$ cat config.mk
export PLATFORM = sky130hd
export DESIGN_NAME = http_date_parse_zone_shift
export DESIGN_NICKNAME = d
export VERILOG_FILES = /design/src/rtl/core/hdzs_pkg.sv /design/src/rtl/core/http_date_parse_zone_shift.sv /design/src/rtl/core/hdzs_front.sv /design/src/rtl/core/hdzs_queue.sv /design/src/rtl/core/hdzs_back.sv
export SDC_FILE = /design/constraint.sdc
export NUM_CORES = 1
export LEC_CHECK = 0
export BUFFER_PORTS_ARGS = -buffer_cell sky130_fd_sc_hd__buf_2
export CORE_MARGIN = 2
export CORE_UTILIZATION = 61
export DETAILED_ROUTE_END_ITERATION = 6
export GPL_TIMING_DRIVEN = 1
export PLACE_DENSITY = 0.76
export SLEW_MARGIN = 20
export SYNTH_ARGS = -nofsm -noshare
export SYNTH_HDL_FRONTEND = slang
export SYNTH_SLANG_ARGS = --single-unit
export TNS_END_PERCENT = 20
$ cat constraint.sdc
create_clock -name clk_i -period 10.5 [get_ports clk_i]
set_input_delay 2.1 -clock clk_i [delete_from_list [all_inputs] [get_ports clk_i]]
set_output_delay 2.1 -clock clk_i [all_outputs]
set_load 0.05 [all_outputs]
$ cat src/rtl/core/hdzs_pkg.sv
// ----------------------------------------------------------------------------
// hdzs_pkg
// Shared types, constants and lookup functions of the date header parser:
// result status codes, the parse record passed from front to back, the
// month name decoder and the month length table.
// ----------------------------------------------------------------------------
package hdzs_pkg;

  // Default number of parse records held between front and back
  localparam int unsigned QUEUE_DEPTH = 2;

  // Hour offset after reset
  localparam logic [4:0] OFFSET_RESET = 5'd8;

  // Hours in one day
  localparam logic [7:0] HOURS_PER_DAY = 8'd24;

  // Result status codes
  typedef enum logic [1:0] {
    ST_OK         = 2'd0,
    ST_NO_PREFIX  = 2'd1,
    ST_BAD_FORMAT = 2'd2,
    ST_BAD_MONTH  = 2'd3
  } stat_e;

  // One finished parse; ST_OK here means the month is still to be decoded
  typedef struct packed {
    stat_e       status;
    logic [23:0] mtext;
    logic [6:0]  yhi;      // century digits of the year
    logic [6:0]  ylo;      // last two digits of the year
    logic [6:0]  day;
    logic [6:0]  hour;
    logic [6:0]  minute;
    logic [6:0]  second;
    logic [4:0]  offset;
  } rec_t;

  // Decode a three-letter month name; zero when unknown
  function automatic logic [3:0] month_decode(input logic [23:0] mtext);
    logic [3:0] mon;
    case (mtext)
      "Jan":   mon = 4'd1;
      "Feb":   mon = 4'd2;
      "Mar":   mon = 4'd3;
      "Apr":   mon = 4'd4;
      "May":   mon = 4'd5;
      "Jun":   mon = 4'd6;
      "Jul":   mon = 4'd7;
      "Aug":   mon = 4'd8;
      "Sep":   mon = 4'd9;
      "Oct":   mon = 4'd10;
      "Nov":   mon = 4'd11;
      "Dec":   mon = 4'd12;
      default: mon = 4'd0;
    endcase
    return mon;
  endfunction

  // Days in a month, February following the leap flag
  function automatic logic [4:0] month_days(input logic [3:0] mon, input logic leap);
    logic [4:0] days;
    case (mon)
      4'd2:    days = leap ? 5'd29 : 5'd28;
      4'd4:    days = 5'd30;
      4'd6:    days = 5'd30;
      4'd9:    days = 5'd30;
      4'd11:   days = 5'd30;
      default: days = 5'd31;
    endcase
    return days;
  endfunction

endpackage

$ cat src/rtl/core/http_date_parse_zone_shift.sv
// ----------------------------------------------------------------------------
// http_date_parse_zone_shift
// Streaming parser of a "Date:" header line with an hour offset applied.
// ----------------------------------------------------------------------------
// Usage:
//   Text bytes enter on the in_* channel (valid/ready), one byte per cycle,
//   last_i marking the final byte of a buffer. A zero byte ends the text;
//   bytes after it are dropped until the byte marked last.
//   One result per buffer leaves on the out_* channel (valid/ready): status,
//   and the date and time shifted by hour_offset, all zero on error.
//   hour_offset is written on the cfg_* channel, always ready. The user must write
//   it only while the block is idle; the block does not enforce it. It resets to 8.
//   Throughput: one byte per cycle. The byte parser never waits for the
//   result unit except when the record queue is full.
//   Result path: the result unit decodes the month, then walks the calendar
//   one day per cycle for each day carry (at most 5) before it loads the
//   result register.
//   Reset clears the parser control state, the queue and the result valid flag.
//   When the receiver stalls, the result register holds, queued records
//   wait, and input is refused only once the queue is full.
// ----------------------------------------------------------------------------
module http_date_parse_zone_shift #(
  parameter int unsigned QueueDepth = hdzs_pkg::QUEUE_DEPTH
) (
  input  logic        clk_i,
  input  logic        rst_ni,
  input  logic        cfg_valid_i,
  output logic        cfg_ready_o,
  input  logic [4:0]  hour_offset_i,
  input  logic        in_valid_i,
  output logic        in_ready_o,
  input  logic [7:0]  data_byte_i,
  input  logic        last_i,
  output logic        out_valid_o,
  input  logic        out_ready_i,
  output logic [1:0]  status_o,
  output logic [13:0] year_o,
  output logic [3:0]  month_o,
  output logic [6:0]  day_o,
  output logic [4:0]  hour_o,
  output logic [6:0]  minute_o,
  output logic [6:0]  second_o
);

  logic [4:0]     offset_q;
  logic           q_push, q_pop, q_full, q_empty;
  hdzs_pkg::rec_t q_wr_rec, q_rd_rec;

  // Offset register
  assign cfg_ready_o = 1'b1;
  always_ff @(posedge clk_i or negedge rst_ni) begin
    if (!rst_ni) begin
      offset_q <= hdzs_pkg::OFFSET_RESET;
    end else if (cfg_valid_i) begin
      offset_q <= hour_offset_i;
    end
  end

  hdzs_front u_front (
    .clk_i       (clk_i),
    .rst_ni      (rst_ni),
    .in_valid_i  (in_valid_i),
    .in_ready_o  (in_ready_o),
    .data_byte_i (data_byte_i),
    .last_i      (last_i),
    .offset_i    (offset_q),
    .q_full_i    (q_full),
    .q_push_o    (q_push),
    .q_rec_o     (q_wr_rec)
  );

  hdzs_queue #(
    .Depth (QueueDepth)
  ) u_queue (
    .clk_i   (clk_i),
    .rst_ni  (rst_ni),
    .push_i  (q_push),
    .rec_i   (q_wr_rec),
    .pop_i   (q_pop),
    .rec_o   (q_rd_rec),
    .full_o  (q_full),
    .empty_o (q_empty)
  );

  hdzs_back u_back (
    .clk_i       (clk_i),
    .rst_ni      (rst_ni),
    .q_empty_i   (q_empty),
    .q_rec_i     (q_rd_rec),
    .q_pop_o     (q_pop),
    .out_valid_o (out_valid_o),
    .out_ready_i (out_ready_i),
    .status_o    (status_o),
    .year_o      (year_o),
    .month_o     (month_o),
    .day_o       (day_o),
    .hour_o      (hour_o),
    .minute_o    (minute_o),
    .second_o    (second_o)
  );

endmodule

$ cat src/rtl/core/hdzs_front.sv
// ----------------------------------------------------------------------------
// hdzs_front
// Byte parser: finds the first "Date:" and walks the header format one byte
// per cycle unless the queue is full; a zero or final byte pushes one record.
// ----------------------------------------------------------------------------
module hdzs_front (
  input  logic              clk_i,
  input  logic              rst_ni,
  input  logic              in_valid_i,
  output logic              in_ready_o,
  input  logic [7:0]        data_byte_i,
  input  logic              last_i,
  input  logic [4:0]        offset_i,
  input  logic              q_full_i,
  output logic              q_push_o,
  output hdzs_pkg::rec_t    q_rec_o
);

  typedef enum logic [12:0] {
    PH_SEARCH = 13'b0000000000001,
    PH_WEEK   = 13'b0000000000010,
    PH_COMMA  = 13'b0000000000100,
    PH_DAY    = 13'b0000000001000,
    PH_MON    = 13'b0000000010000,
    PH_YEAR   = 13'b0000000100000,
    PH_HOUR   = 13'b0000001000000,
    PH_COLON1 = 13'b0000010000000,
    PH_MIN    = 13'b0000100000000,
    PH_COLON2 = 13'b0001000000000,
    PH_SEC    = 13'b0010000000000,
    PH_DONE   = 13'b0100000000000,
    PH_BAD    = 13'b1000000000000
  } phase_e;

  phase_e      phase_q, phase_d, ph_f, ph_p;
  logic [2:0]  prefix_q, prefix_d, pre_f;
  logic [1:0]  tok_q, tok_d, tok_f;
  logic [23:0] mtext_q, mtext_d, mt_f, mt_p;
  logic [2:0]  dc_q, dc_d, dc_f, dc_p;
  logic [6:0]  yhi_q, yhi_d, yhi_f, yhi_p;
  logic [6:0]  ylo_q, ylo_d, ylo_f, ylo_p;
  logic [6:0]  day_q, day_d, day_f, day_p;
  logic [6:0]  hour_q, hour_d, hour_f, hour_p;
  logic [6:0]  min_q, min_d, min_f, min_p;
  logic [6:0]  sec_q, sec_d, sec_f, sec_p;
  logic        ended_q, ended_d;

  logic        accept, is_zero, is_ws, is_dig;
  logic [3:0]  dval;
  logic [2:0]  need;
  logic        num_take, num_fin, num_bad, num_first;
  logic [6:0]  acc_cur, acc_new;
  logic [7:0]  pre_char;

  assign in_ready_o = !q_full_i;
  assign accept     = in_valid_i && in_ready_o;
  assign is_zero    = (data_byte_i == 8'h00);
  assign is_ws      = (data_byte_i == 8'h20) || (data_byte_i >= 8'h09 && data_byte_i <= 8'h0D);
  assign is_dig     = (data_byte_i >= 8'h30) && (data_byte_i <= 8'h39);
  assign dval       = data_byte_i[3:0];

  // Expected prefix character
  always_comb begin
    case (prefix_q)
      3'd0:    pre_char = "D";
      3'd1:    pre_char = "a";
      3'd2:    pre_char = "t";
      3'd3:    pre_char = "e";
      default: pre_char = ":";
    endcase
  end

  // Classify the byte against the number rules of the current field
  always_comb begin
    need      = (phase_q == PH_YEAR) ? 3'd4 : 3'd2;
    num_take  = 1'b0;
    num_fin   = 1'b0;
    num_bad   = 1'b0;
    if (dc_q == 3'd0) begin
      if (!is_ws) begin
        if (is_dig) num_take = 1'b1;
        else        num_bad  = 1'b1;
      end
    end else if (dc_q < need) begin
      if (is_dig) num_take = 1'b1;
      else        num_bad  = 1'b1;
    end else begin
      if (is_dig) num_bad = 1'b1;
      else        num_fin = 1'b1;
    end
    num_first = (dc_q == 3'd0) || ((phase_q == PH_YEAR) && (dc_q == 3'd2));
    case (phase_q)
      PH_DAY:  acc_cur = day_q;
      PH_YEAR: acc_cur = (dc_q < 3'd2) ? yhi_q : ylo_q;
      PH_HOUR: acc_cur = hour_q;
      PH_MIN:  acc_cur = min_q;
      PH_SEC:  acc_cur = sec_q;
      default: acc_cur = 7'd0;
    endcase
    acc_new = num_first ? {3'd0, dval} : 7'(acc_cur * 7'd10 + {3'd0, dval});
  end

  // Advance the parse by one non-zero byte
  always_comb begin
    ph_f   = phase_q;
    pre_f  = prefix_q;
    tok_f  = tok_q;
    mt_f   = mtext_q;
    dc_f   = dc_q;
    yhi_f  = yhi_q;
    ylo_f  = ylo_q;
    day_f  = day_q;
    hour_f = hour_q;
    min_f  = min_q;
    sec_f  = sec_q;
    case (phase_q)
      PH_SEARCH: begin
        if (data_byte_i == pre_char) pre_f = prefix_q + 3'd1;
        else                         pre_f = (data_byte_i == "D") ? 3'd1 : 3'd0;
        if (pre_f == 3'd5) begin
          ph_f  = PH_WEEK;
          tok_f = 2'd0;
        end
      end
      PH_WEEK: begin
        if (is_ws) begin
          if (tok_q != 2'd0) ph_f = PH_BAD;
        end else if (tok_q == 2'd2) begin
          ph_f  = PH_COMMA;
          tok_f = 2'd0;
        end else begin
          tok_f = tok_q + 2'd1;
        end
      end
      PH_COMMA: begin
        if (data_byte_i == ",") begin
          ph_f = PH_DAY;
          dc_f = 3'd0;
        end else begin
          ph_f = PH_BAD;
        end
      end
      PH_DAY: begin
        if (num_bad) ph_f = PH_BAD;
        if (num_take) begin
          dc_f  = dc_q + 3'd1;
          day_f = acc_new;
        end
        // Day done: this byte opens the month token unless it is whitespace
        if (num_fin) begin
          ph_f  = PH_MON;
          tok_f = 2'd0;
          mt_f  = 24'd0;
          if (!is_ws) begin
            mt_f  = {data_byte_i, 16'd0};
            tok_f = 2'd1;
          end
        end
      end
      PH_MON: begin
        if (is_ws) begin
          if (tok_q != 2'd0) begin
            ph_f = PH_YEAR;
            dc_f = 3'd0;
          end
        end else begin
          case (tok_q)
            2'd0:    mt_f[23:16] = data_byte_i;
            2'd1:    mt_f[15:8]  = data_byte_i;
            default: mt_f[7:0]   = data_byte_i;
          endcase
          tok_f = tok_q + 2'd1;
          if (tok_q == 2'd2) begin
            ph_f  = PH_YEAR;
            dc_f  = 3'd0;
            tok_f = 2'd0;
          end
        end
      end
      PH_YEAR: begin
        if (num_bad) ph_f = PH_BAD;
        if (num_take) begin
          dc_f = dc_q + 3'd1;
          if (dc_q < 3'd2) yhi_f = acc_new;
          else             ylo_f = acc_new;
        end
        // Year done: this byte may only be whitespace before the hour
        if (num_fin) begin
          dc_f = 3'd0;
          ph_f = is_ws ? PH_HOUR : PH_BAD;
        end
      end
      PH_HOUR: begin
        if (num_bad) ph_f = PH_BAD;
        if (num_take) begin
          dc_f   = dc_q + 3'd1;
          hour_f = acc_new;
        end
        if (num_fin) begin
          dc_f = 3'd0;
          ph_f = (data_byte_i == ":") ? PH_MIN : PH_BAD;
        end
      end
      PH_COLON1: begin
        dc_f = 3'd0;
        ph_f = (data_byte_i == ":") ? PH_MIN : PH_BAD;
      end
      PH_MIN: begin
        if (num_bad) ph_f = PH_BAD;
        if (num_take) begin
          dc_f  = dc_q + 3'd1;
          min_f = acc_new;
        end
        if (num_fin) begin
          dc_f = 3'd0;
          ph_f = (data_byte_i == ":") ? PH_SEC : PH_BAD;
        end
      end
      PH_COLON2: begin
        dc_f = 3'd0;
        ph_f = (data_byte_i == ":") ? PH_SEC : PH_BAD;
      end
      PH_SEC: begin
        if (num_bad) ph_f = PH_BAD;
        if (num_take) begin
          dc_f  = dc_q + 3'd1;
          sec_f = acc_new;
        end
        if (num_fin) ph_f = PH_DONE;
      end
      default: begin
        ph_f = phase_q;
      end
    endcase
  end

  // State after this byte: a zero byte leaves the parse as it was
  always_comb begin
    ph_p   = is_zero ? phase_q : ph_f;
    mt_p   = is_zero ? mtext_q : mt_f;
    dc_p   = is_zero ? dc_q    : dc_f;
    yhi_p  = is_zero ? yhi_q   : yhi_f;
    ylo_p  = is_zero ? ylo_q   : ylo_f;
    day_p  = is_zero ? day_q   : day_f;
    hour_p = is_zero ? hour_q  : hour_f;
    min_p  = is_zero ? min_q   : min_f;
    sec_p  = is_zero ? sec_q   : sec_f;
  end

  // Build the parse record for the end of text
  always_comb begin
    q_push_o       = accept && !ended_q && (is_zero || last_i);
    q_rec_o.mtext  = mt_p;
    q_rec_o.yhi    = yhi_p;
    q_rec_o.ylo    = ylo_p;
    q_rec_o.day    = day_p;
    q_rec_o.hour   = hour_p;
    q_rec_o.minute = min_p;
    q_rec_o.second = sec_p;
    q_rec_o.offset = offset_i;
    if (ph_p == PH_SEARCH) begin
      q_rec_o.status = hdzs_pkg::ST_NO_PREFIX;
    end else if ((ph_p == PH_DONE) || ((ph_p == PH_SEC) && (dc_p == 3'd2))) begin
      q_rec_o.status = hdzs_pkg::ST_OK;
    end else begin
      q_rec_o.status = hdzs_pkg::ST_BAD_FORMAT;
    end
  end

  // Next register values: hold, advance, or clear on the final byte
  always_comb begin
    phase_d  = phase_q;
    prefix_d = prefix_q;
    tok_d    = tok_q;
    mtext_d  = mtext_q;
    dc_d     = dc_q;
    yhi_d    = yhi_q;
    ylo_d    = ylo_q;
    day_d    = day_q;
    hour_d   = hour_q;
    min_d    = min_q;
    sec_d    = sec_q;
    ended_d  = ended_q;
    if (accept) begin
      if (last_i) begin
        phase_d  = PH_SEARCH;
        prefix_d = 3'd0;
        tok_d    = 2'd0;
        mtext_d  = 24'd0;
        dc_d     = 3'd0;
        ended_d  = 1'b0;
      end else if (!ended_q) begin
        if (is_zero) begin
          ended_d = 1'b1;
        end else begin
          phase_d  = ph_f;
          prefix_d = pre_f;
          tok_d    = tok_f;
          mtext_d  = mt_f;
          dc_d     = dc_f;
          yhi_d    = yhi_f;
          ylo_d    = ylo_f;
          day_d    = day_f;
          hour_d   = hour_f;
          min_d    = min_f;
          sec_d    = sec_f;
        end
      end
    end
  end

  // Control state
  always_ff @(posedge clk_i or negedge rst_ni) begin
    if (!rst_ni) begin
      phase_q  <= PH_SEARCH;
      prefix_q <= 3'd0;
      tok_q    <= 2'd0;
      mtext_q  <= 24'd0;
      dc_q     <= 3'd0;
      ended_q  <= 1'b0;
    end else begin
      phase_q  <= phase_d;
      prefix_q <= prefix_d;
      tok_q    <= tok_d;
      mtext_q  <= mtext_d;
      dc_q     <= dc_d;
      ended_q  <= ended_d;
    end
  end

  // Number accumulators
  always_ff @(posedge clk_i) begin
    yhi_q  <= yhi_d;
    ylo_q  <= ylo_d;
    day_q  <= day_d;
    hour_q <= hour_d;
    min_q  <= min_d;
    sec_q  <= sec_d;
  end

endmodule

$ cat src/rtl/core/hdzs_queue.sv
// ----------------------------------------------------------------------------
// hdzs_queue
// Short first-in first-out queue of parse records between front and back.
// ----------------------------------------------------------------------------
module hdzs_queue #(
  parameter int unsigned Depth = hdzs_pkg::QUEUE_DEPTH
) (
  input  logic           clk_i,
  input  logic           rst_ni,
  input  logic           push_i,
  input  hdzs_pkg::rec_t rec_i,
  input  logic           pop_i,
  output hdzs_pkg::rec_t rec_o,
  output logic           full_o,
  output logic           empty_o
);

  localparam int unsigned AW = (Depth > 1) ? $clog2(Depth) : 1;
  localparam int unsigned CW = $clog2(Depth + 1);
  localparam logic [AW-1:0] LastPtr = AW'(Depth - 1);

  hdzs_pkg::rec_t mem_q [Depth];
  logic [AW-1:0]  wr_q, rd_q;
  logic [CW-1:0]  cnt_q;

  assign full_o  = (cnt_q == CW'(Depth));
  assign empty_o = (cnt_q == '0);
  assign rec_o   = mem_q[rd_q];

  // Pointers and fill count
  always_ff @(posedge clk_i or negedge rst_ni) begin
    if (!rst_ni) begin
      wr_q  <= '0;
      rd_q  <= '0;
      cnt_q <= '0;
    end else begin
      if (push_i) wr_q <= (wr_q == LastPtr) ? '0 : wr_q + AW'(1);
      if (pop_i)  rd_q <= (rd_q == LastPtr) ? '0 : rd_q + AW'(1);
      if (push_i && !pop_i)      cnt_q <= cnt_q + CW'(1);
      else if (pop_i && !push_i) cnt_q <= cnt_q - CW'(1);
    end
  end

  // Storage
  always_ff @(posedge clk_i) begin
    if (push_i) mem_q[wr_q] <= rec_i;
  end

endmodule

$ cat src/rtl/core/hdzs_back.sv
// ----------------------------------------------------------------------------
// hdzs_back
// Result unit: decodes the month, adds the hour offset, carries whole days
// into the calendar one day per cycle and holds the result register.
// ----------------------------------------------------------------------------
module hdzs_back (
  input  logic           clk_i,
  input  logic           rst_ni,
  input  logic           q_empty_i,
  input  hdzs_pkg::rec_t q_rec_i,
  output logic           q_pop_o,
  output logic           out_valid_o,
  input  logic           out_ready_i,
  output logic [1:0]     status_o,
  output logic [13:0]    year_o,
  output logic [3:0]     month_o,
  output logic [6:0]     day_o,
  output logic [4:0]     hour_o,
  output logic [6:0]     minute_o,
  output logic [6:0]     second_o
);

  typedef enum logic [3:0] {
    B_IDLE  = 4'b0001,
    B_LOOK  = 4'b0010,
    B_CARRY = 4'b0100,
    B_EMIT  = 4'b1000
  } bstate_e;

  bstate_e        state_q, state_d;
  hdzs_pkg::rec_t rec_q;
  hdzs_pkg::stat_e st_q;
  logic [3:0]     mon_q;
  logic [6:0]     cen_q, yy_q, d_q;
  logic [7:0]     h_q;

  logic           out_valid_q;
  logic [1:0]     status_q;
  logic [13:0]    year_q;
  logic [3:0]     month_q;
  logic [6:0]     day_q, minute_q, second_q;
  logic [4:0]     hour_q;

  logic           leap, out_free, carry;
  logic [4:0]     maxd;
  logic [6:0]     d_inc;
  logic [3:0]     mon_dec;

  assign out_free = !out_valid_q || out_ready_i;
  assign q_pop_o  = (state_q == B_IDLE) && !q_empty_i;
  assign mon_dec  = hdzs_pkg::month_decode(rec_q.mtext);
  assign leap     = (yy_q == 7'd0) ? (cen_q[1:0] == 2'd0) : (yy_q[1:0] == 2'd0);
  assign maxd     = hdzs_pkg::month_days(mon_q, leap);
  assign d_inc    = d_q + 7'd1;
  assign carry    = (st_q == hdzs_pkg::ST_OK) && (h_q >= hdzs_pkg::HOURS_PER_DAY);

  // Sequencer
  always_comb begin
    state_d = state_q;
    case (state_q)
      B_IDLE:  if (!q_empty_i) state_d = B_LOOK;
      B_LOOK:  state_d = B_CARRY;
      B_CARRY: if (!carry) state_d = B_EMIT;
      B_EMIT:  if (out_free) state_d = B_IDLE;
      default: state_d = B_IDLE;
    endcase
  end

  always_ff @(posedge clk_i or negedge rst_ni) begin
    if (!rst_ni) begin
      state_q     <= B_IDLE;
      out_valid_q <= 1'b0;
    end else begin
      state_q <= state_d;
      if ((state_q == B_EMIT) && out_free) out_valid_q <= 1'b1;
      else if (out_ready_i)               out_valid_q <= 1'b0;
    end
  end

  // Working registers: take the record, then carry one day per cycle
  always_ff @(posedge clk_i) begin
    case (state_q)
      B_IDLE: begin
        if (!q_empty_i) rec_q <= q_rec_i;
      end
      B_LOOK: begin
        if ((rec_q.status == hdzs_pkg::ST_OK) && (mon_dec == 4'd0)) begin
          st_q <= hdzs_pkg::ST_BAD_MONTH;
        end else begin
          st_q <= rec_q.status;
        end
        mon_q <= mon_dec;
        cen_q <= rec_q.yhi;
        yy_q  <= rec_q.ylo;
        d_q   <= rec_q.day;
        h_q   <= {1'b0, rec_q.hour} + {3'd0, rec_q.offset};
      end
      B_CARRY: begin
        if (carry) begin
          h_q <= h_q - hdzs_pkg::HOURS_PER_DAY;
          if (d_inc > {2'd0, maxd}) begin
            d_q <= 7'd1;
            if (mon_q == 4'd12) begin
              mon_q <= 4'd1;
              if (yy_q == 7'd99) begin
                yy_q  <= 7'd0;
                cen_q <= cen_q + 7'd1;
              end else begin
                yy_q <= yy_q + 7'd1;
              end
            end else begin
              mon_q <= mon_q + 4'd1;
            end
          end else begin
            d_q <= d_inc;
          end
        end
      end
      default: begin
        rec_q <= rec_q;
      end
    endcase
  end

  // Result register, all date and time fields zero on error
  always_ff @(posedge clk_i) begin
    if ((state_q == B_EMIT) && out_free) begin
      status_q <= st_q;
      if (st_q == hdzs_pkg::ST_OK) begin
        year_q   <= 14'(14'(cen_q) * 14'd100) + 14'(yy_q);
        month_q  <= mon_q;
        day_q    <= d_q;
        hour_q   <= h_q[4:0];
        minute_q <= rec_q.minute;
        second_q <= rec_q.second;
      end else begin
        year_q   <= 14'd0;
        month_q  <= 4'd0;
        day_q    <= 7'd0;
        hour_q   <= 5'd0;
        minute_q <= 7'd0;
        second_q <= 7'd0;
      end
    end
  end

  assign out_valid_o = out_valid_q;
  assign status_o    = status_q;
  assign year_o      = year_q;
  assign month_o     = month_q;
  assign day_o       = day_q;
  assign hour_o      = hour_q;
  assign minute_o    = minute_q;
  assign second_o    = second_q;

endmodule

==> results of run 1 <==
worst min-delay path by stage:
stage / depth (start not counted) / end / slack [ns] / from
floorplan: 0 / u_queue.mem_q[0][0]$_DFFE_PP_ / 0.44 / offset_q[0]$_DFFE_PN0P_
global placement: 0 / u_back.status_o[1]$_DFFE_PP_ / 0.45 / u_back.st_q[1]$_SDFFCE_PP1P_
detailed placement: 0 / u_back.status_o[1]$_DFFE_PP_ / 0.46 / u_back.st_q[1]$_SDFFCE_PP1P_
CTS: 0 / u_back.status_o[1]$_DFFE_PP_ / 0.48 / u_back.st_q[1]$_SDFFCE_PP1P_
global route: 0 / u_back.status_o[0]$_DFFE_PP_ / 0.49 / u_back.st_q[0]$_SDFFCE_PP1P_
finish: 0 / u_queue.mem_q[1][1]$_DFFE_PP_ / 0.48 / offset_q[1]$_DFFE_PN0P_
through the flow:
stage | instance area [µm²] | hold slack, ns | cells | utilization, %
6_report | 21000 | 0.483 | 1955 | 68.9
5_1_grt | 21000 | 0.492 | 1955 | 68.9
4_1_cts | 21000 | 0.481 | 1954 | 68.9
3_3_place_gp | 19500 | 0.450 | 1880 | 64.2
2_1_floorplan | 18800 | 0.438 | 1456 | -
3_5_place_dp | 19500 | 0.464 | 1880 | 64.2
where the power goes:
part           internal (mW)  switching (mW)
Sequential              2.01           0.114
Combinational          0.403           0.683
Clock                  0.862           0.641
routing by layer:
metal | vias to the layer above | GRT usage, % | routed length [µm]
li1 | 5573 | - | -
met1 | 5778 | 34.5 | 17000
met2 | 418 | 39.4 | 18600
met3 | 70 | 3.32 | 2330
met4 | 0 | 6.73 | 869
met5 | - | 0 | 0
cells in the final DEF, fill, tap and decap left out, types with 21 or more instances in the layout:
| cell | n |
|---|---|
| buf_2 | 66 |
| xor2_1 | 21 |
| nor2_1 | 85 |
| and2_1 | 43 |
| inv_1 | 52 |
| nand3_1 | 26 |
| nor3_1 | 37 |
| xnor2_1 | 28 |
| mux2_2 | 82 |
| dfrtp_1 | 56 |
| edfxtp_1 | 342 |
| clkbuf_16 | 42 |
| ha_1 | 64 |
| nand2_1 | 153 |
| o21ai_0 | 87 |
| a22o_1 | 46 |
| a21oi_1 | 50 |
kinds of logic after synthesis:
logic type / share of synthesized area (%)
simple gates: 12.5
flops: 62.7
compound gates: 9.96
buf+inv: 2.23
mux: 5.34
fa+ha+maj: 4.90
xor+xnor: 2.41
other cells: 0.0200
critical path, cell delays in order, from the launching register on:
cell and delay, ns:
dfrtp_1 0.55, nor4b_1 0.67, and4_1 0.44, clkinv_1 0.36
a21oi_1 0.26, a21oi_1 0.05, and4_1 0.20, inv_1 0.09
ha_1 0.24, ha_1 0.19, inv_1 0.06, fa_1 0.44
nor3b_1 0.26, xnor2_1 0.18, xnor2_1 0.17, xnor2_1 0.14
nand2_1 0.19, o21ai_0 0.39
area by class of cell:
type	count	share of cell area, %
clock inverters	26	1.54
inverters	54	0.967
repair buffers	82	2.15
diodes	1	0.0119
multi-input cells	946	31.6
clock buffers	48	5.17
well taps	396	2.36
flip-flops and latches	402	56.2
state kept, by name, summed over array words and instances (netlist names), 8 cells and up:
register / cells
u_back.year_o: 14
u_front.mtext_q: 24
u_back.rec_q: 73
u_front.phase_q: 13
u_back.h_q: 8
u_queue.mem_q: 146
==> summary.txt, run 1 <==
Timing
  • Final setup violation count: 0
  • TNS Setup: 0 ns
  • Clk_skew: 0.0207 ns
  • Fin. Hold Viols: 0
  • Final Cycle Share: 48.9%
  • Max-slew violations: 0
  • Max Fclk: 0.195 GHz
  • Worst slew pin tran: 1.01 ns
  • Setup ws final: 5.37 ns
  • Slew headroom: 32.4%
  • Post-route minimum period: 5.13 ns
  • RSZ-0062 raised after global routing: no

Yosys
  • Synthesized flop and latch total: 402
  • Post-synth EDFFs: 342
  • Distinct cells, synth: 85
  • Post-Synthesis Cells: 1456
  • Post-synth top flop: edfxtp_1
  • Most frequent cell after synthesis: edfxtp_1
  • Synth cell count leaders: edfxtp_1, nand2_1, nor2_1, o21ai_0, mux2_2
  • Syn Nets: 1545
  • Synth area leaders: edfxtp_1, dfrtp_1, mux2_2
  • Ys Warns: 0
  • Async SR Flop Fraction: 14.9%
  • Post-synthesis sequential area ratio: 62.7%
  • Share of the synthesized area in the top cell type: 54.7%
  • Synthesized area: 18800 µm²
  • Mean post-synth cell area: 12.9 µm²
  • Leading area contributor after synthesis: edfxtp_1

Clock tree
  • Resize count post-CTS: 0
  • Clock-pin slew on the worst setup and hold paths: 0.06 ns
  • H-tree level count: 2
  • CTS buffer count: 41
  • Post-CTS setup buffers: 0
  • CTS max path bufs: 3
  • TritonCTS clock tree: done
  • Root Driver: clkbuf_16
  • Worst-Skew Late Latency: 0.55 ns
  • Hold_buf cts: 0
  • Num Clock Sinks: 402

Die
  • Initial core utilization: 61.7%
  • Die Y: 180 µm
  • Ports: 68
  • Row count: 64
  • Core ar.: 30400 µm²
  • Die width: 180 µm
  • Die area: 32200 µm²

Cells and area
  • Layout Nets: 1616
  • Footprint of the multi-input gates: 6620 µm²
  • Layout area overhead: 11.5%
  • Fill cells: 2084
  • Share of post-route cells with drive strength above 1: 17.3%
  • Storage element area: 11800 µm²

Global route
  • First-pass GRT wire length: 62700 µm
  • Number of global-route vias before repair: 11700
  • Final global-route overflow total: 0
  • Tot GR Track Use: 24.2%
  • Initial antenna violation count: 1
  • Largest net degree at the start of global routing: 76

Detailed routing
  • Total iterations of the first detailed-routing run: 5
  • Vias per cell: 6.06
  • Via count: 11800
  • Average wire per standard cell: 19.8 µm
  • WL final: 38800 µm
  • Routed Antenna Nets: 0
  • Starting DRT DRC Count: 1236
  • Drt drc: 0

Placement
  • Port Buf Inserts: 66
  • HPWL after DPL: 26100 µm
  • Gpl congestion: 0.930
  • Pre-CTS WS: 4.92 ns

Critical path
  • Critical Path End Type: register
  • CP max FO: 10
  • R2r setup slk: 5.37 ns
  • Critical Path RT: 10.81 ns
  • Critical Path Start Type: register
  • Worst reg2reg path depth: 17
  • Worst Path Arrival: 5.44 ns
  • Crit Path Category: register to register
  • Crit path from: u_front.phase_q[5]$_DFFE_PN0P_
  • Crit Reg-Reg Startpoint: u_front.phase_q[5]$_DFFE_PN0P_
  • RR Endpoint: u_front.sec_q[6]$_DFFE_PP_
  • End of the critical path: u_front.sec_q[6]$_DFFE_PP_

Power and ir drop
  • Leak Pwr: 7.33 nW
  • Total power: 4.71 mW
  • Pwr Density: 225 nW/µm²
  • Worst vdd ir: 185 µV

Flow run
  • Max_cap viols: 0

Status
  • Status: complete, no violations

Worst hold path
  • Min-delay worst type: register to register
No activity file was read; power rests on OpenSTA's default activity.
==> run 2, diff against run 1 <==
- clock period: 10.5 -> 4.9 ns (I/O delays scaled with it)
==> summary.txt, run 2 (synthesis gave the netlist of run 1 again) <==
Detailed routing
  • Drt drc: 0 (unchanged)
  • Total iterations of the first detailed-routing run: 5 (unchanged)
  • Starting DRT DRC Count: 1100 (-11%)
  • Average wire per standard cell: 19.7 µm (-0.51%)
  • WL final: 38800 µm (about the same)
  • Via count: 11800 (-0.37%)
  • Vias per cell: 6.00 (-0.88%)
  • Routed Antenna Nets: 0 (unchanged)

Timing
  • Final Cycle Share: 92.2% (+43 points)
  • Max Fclk: 0.221 GHz (+14%)
  • TNS Setup: 0 ns (unchanged)
  • Clk_skew: 0.0181 ns (-0.00265 ns)
  • Slew headroom: 31.4% (-1.1 points)
  • RSZ-0062 raised after global routing: no
  • Worst slew pin tran: 1.02 ns (+0.00516 ns)
  • Fin. Hold Viols: 0 (unchanged)
  • Post-route minimum period: 4.52 ns (-0.615 ns)
  • Max-slew violations: 0 (unchanged)
  • Final setup violation count: 0 (unchanged)
  • Hold_ws: 0.460 ns (-0.0228 ns)

Critical path
  • Critical Path End Type: register
  • CP Cell Sequence: or3_4 > or3_4 > nor4_4 > a21oi_1 > and4_1 > inv_1 > ha_1 > ha_1 > inv_1 > fa_1 > nor3b_1 > xnor2_1 > xnor2_1 > xnor2_1 > nand2_1 > o21ai_0
  • Critical Path Max Stage Delay: 0.45 ns (-0.22 ns)
  • CP dominant cell by count: xnor2_1
  • CP max-delay cell: fa_1
  • Worst Path Arrival: 4.85 ns (-0.59 ns)
  • CP max FO: 7 (-3)
  • Critical Path Start Type: register
  • Critical Path RT: 5.23 ns (-5.58 ns)
  • Crit Path Category: register to register

Clock tree
  • CTS max path bufs: 3 (unchanged)
  • CTS buffer count: 41 (unchanged)
  • Worst-Skew Late Latency: 0.55 ns (about the same)
  • H-tree level count: 2 (unchanged)
  • TritonCTS clock tree: done
  • Num Clock Sinks: 402 (unchanged)
  • Clock-pin slew on the worst setup and hold paths: 0.06 ns (about the same)
  • Root Driver: clkbuf_16

Placement
  • Placed Cells: 1892 (+0.64%)
  • Gpl congestion: 0.910 (-2.1%)
  • HPWL after DPL: 26800 µm (+2.6%)
  • Port Buf Inserts: 66 (unchanged)

Power and ir drop
  • Leak Pwr: 7.39 nW (+0.82%)
  • Worst vdd ir: 438 µV (+140%)
  • Pwr Density: 475 nW/µm² (+110%)

Global route
  • Final global-route overflow total: 0 (unchanged)
  • Number of global-route vias before repair: 11700 (-0.18%)
  • Initial antenna violation count: 1 (unchanged)
  • Tot GR Track Use: 24.1% (-0.038 points)
  • First-pass GRT wire length: 62200 µm (-0.79%)
  • Largest net degree at the start of global routing: 61 (-20%)

Die
  • Core ar.: 30400 µm² (unchanged)
  • Row count: 64 (unchanged)
  • Initial core utilization: 61.7% (unchanged)
  • Die width: 180 µm (unchanged)
  • Die area: 32200 µm² (unchanged)
  • Die Y: 180 µm (unchanged)
  • Ports: 68 (unchanged)

Worst hold path
  • Min-delay worst type: register to register

Cells and area
  • Fin util: 69.1% (+0.23 points)
  • Fill cells: 2074 (-0.48%)
  • Share of post-route cells with drive strength above 1: 17.6% (+0.33 points)
  • Largest register FFs: 146 (unchanged)
  • Regs by FF count: u_queue.mem_q x146, u_back.rec_q x73, u_front.mtext_q x24
  • Layout Nets: 1628 (+0.74%)
  • Antenna diode count: 0 (-1)
  • Footprint of the multi-input gates: 6630 µm² (+0.19%)
  • Final cell count without fillers: 1965 (+0.51%)
  • Storage element area: 11800 µm² (unchanged)
  • Largest Register: u_queue.mem_q
  • Most frequent cells in the layout: edfxtp_1, nand2_1, o21ai_0, nor2_1, mux2_2
  • Layout area overhead: 11.9%
  • Most common cell after layout, fill and taps aside: edfxtp_1

Status
  • Status: complete, no violations

Flow run
  • Max_cap viols: 0 (unchanged)
[run 2: critical path, delay by kind of cell, from the launching register on]
family,cells,cell delay [ns]
XOR/XNOR,3,0.45
adder cells (fa/ha/maj),3,0.88
buffers and inverters,2,0.16
AND/OR/NAND/NOR,6,1.91
AO/OA/AOI/OAI,2,0.48
flip-flops,1,0.44
[run 2: path summary, 6_finish.rpt]
path / to / from / slack [ns] / cells after the start
setup reg to reg: u_front.min_q[6]$_DFFE_PP_ / u_front.phase_q[2]$_DFFE_PN0P_ / 0.38 / 16
hold reg to reg: u_back.status_o[1]$_DFFE_PP_ / u_back.st_q[1]$_SDFFCE_PP1P_ / 0.46 / 0
hold / removal: u_back.status_o[1]$_DFFE_PP_ / u_back.st_q[1]$_SDFFCE_PP1P_ / 0.46 / 0
max in group asynchronous: u_queue.rd_q$_DFFE_PN0P_ / rst_ni / 3.70 / 2
min in group asynchronous: offset_q[0]$_DFFE_PN0P_ / rst_ni / 0.60 / 2
setup / recovery: u_front.min_q[6]$_DFFE_PP_ / u_front.phase_q[2]$_DFFE_PN0P_ / 0.38 / 16
[run 2: cell type report]
cell class                 instances  area share, %
tap                              396           2.36
clock buffer                      48           5.05
clock inverter                    25           1.38
sequential                       402           56.0
inverter                          54          0.964
timing repair buffer              94           2.69
multi-input combinational        946           31.6
[run 2: layer usage]
metal | part of all wire, % | vias to the layer above | global-route usage [%]
met5 | 0 | - | 0
met4 | 2.4 | 0 | 6.99
met3 | 6.5 | 64 | 3.79
met2 | 47 | 406 | 38.6
met1 | 44 | 5732 | 34.7
li1 | - | 5593 | -
[run 2: what timing repair did]
item	CTS	global route
hold buffers	0	0
gates resized for setup	0	3
endpoints found under the setup margin	0	18
buffers inserted	0	0
[run 2: power by group]
part | total, mW | switching (mW) | internal, mW
Sequential | 4.59 | 0.287 | 4.30
Clock | 3.09 | 1.30 | 1.79
Combinational | 2.30 | 1.41 | 0.886
Total | 9.98 | 3.00 | 6.98
[run 2: through the flow]
| step | setup slack [ns] | total power, mW | instance area (µm²) |
|---|---|---|---|
| 2_1_floorplan | -0.373 | 6.38 | 18800 |
| 3_3_place_gp | 0.608 | 6.88 | 19700 |
| 3_5_place_dp | 0.317 | 6.95 | 19700 |
| 4_1_cts | 0.301 | 10.1 | 21000 |
| 5_1_grt | 0.0395 | 10.5 | 21000 |
| 6_report | 0.383 | 9.98 | 21000 |
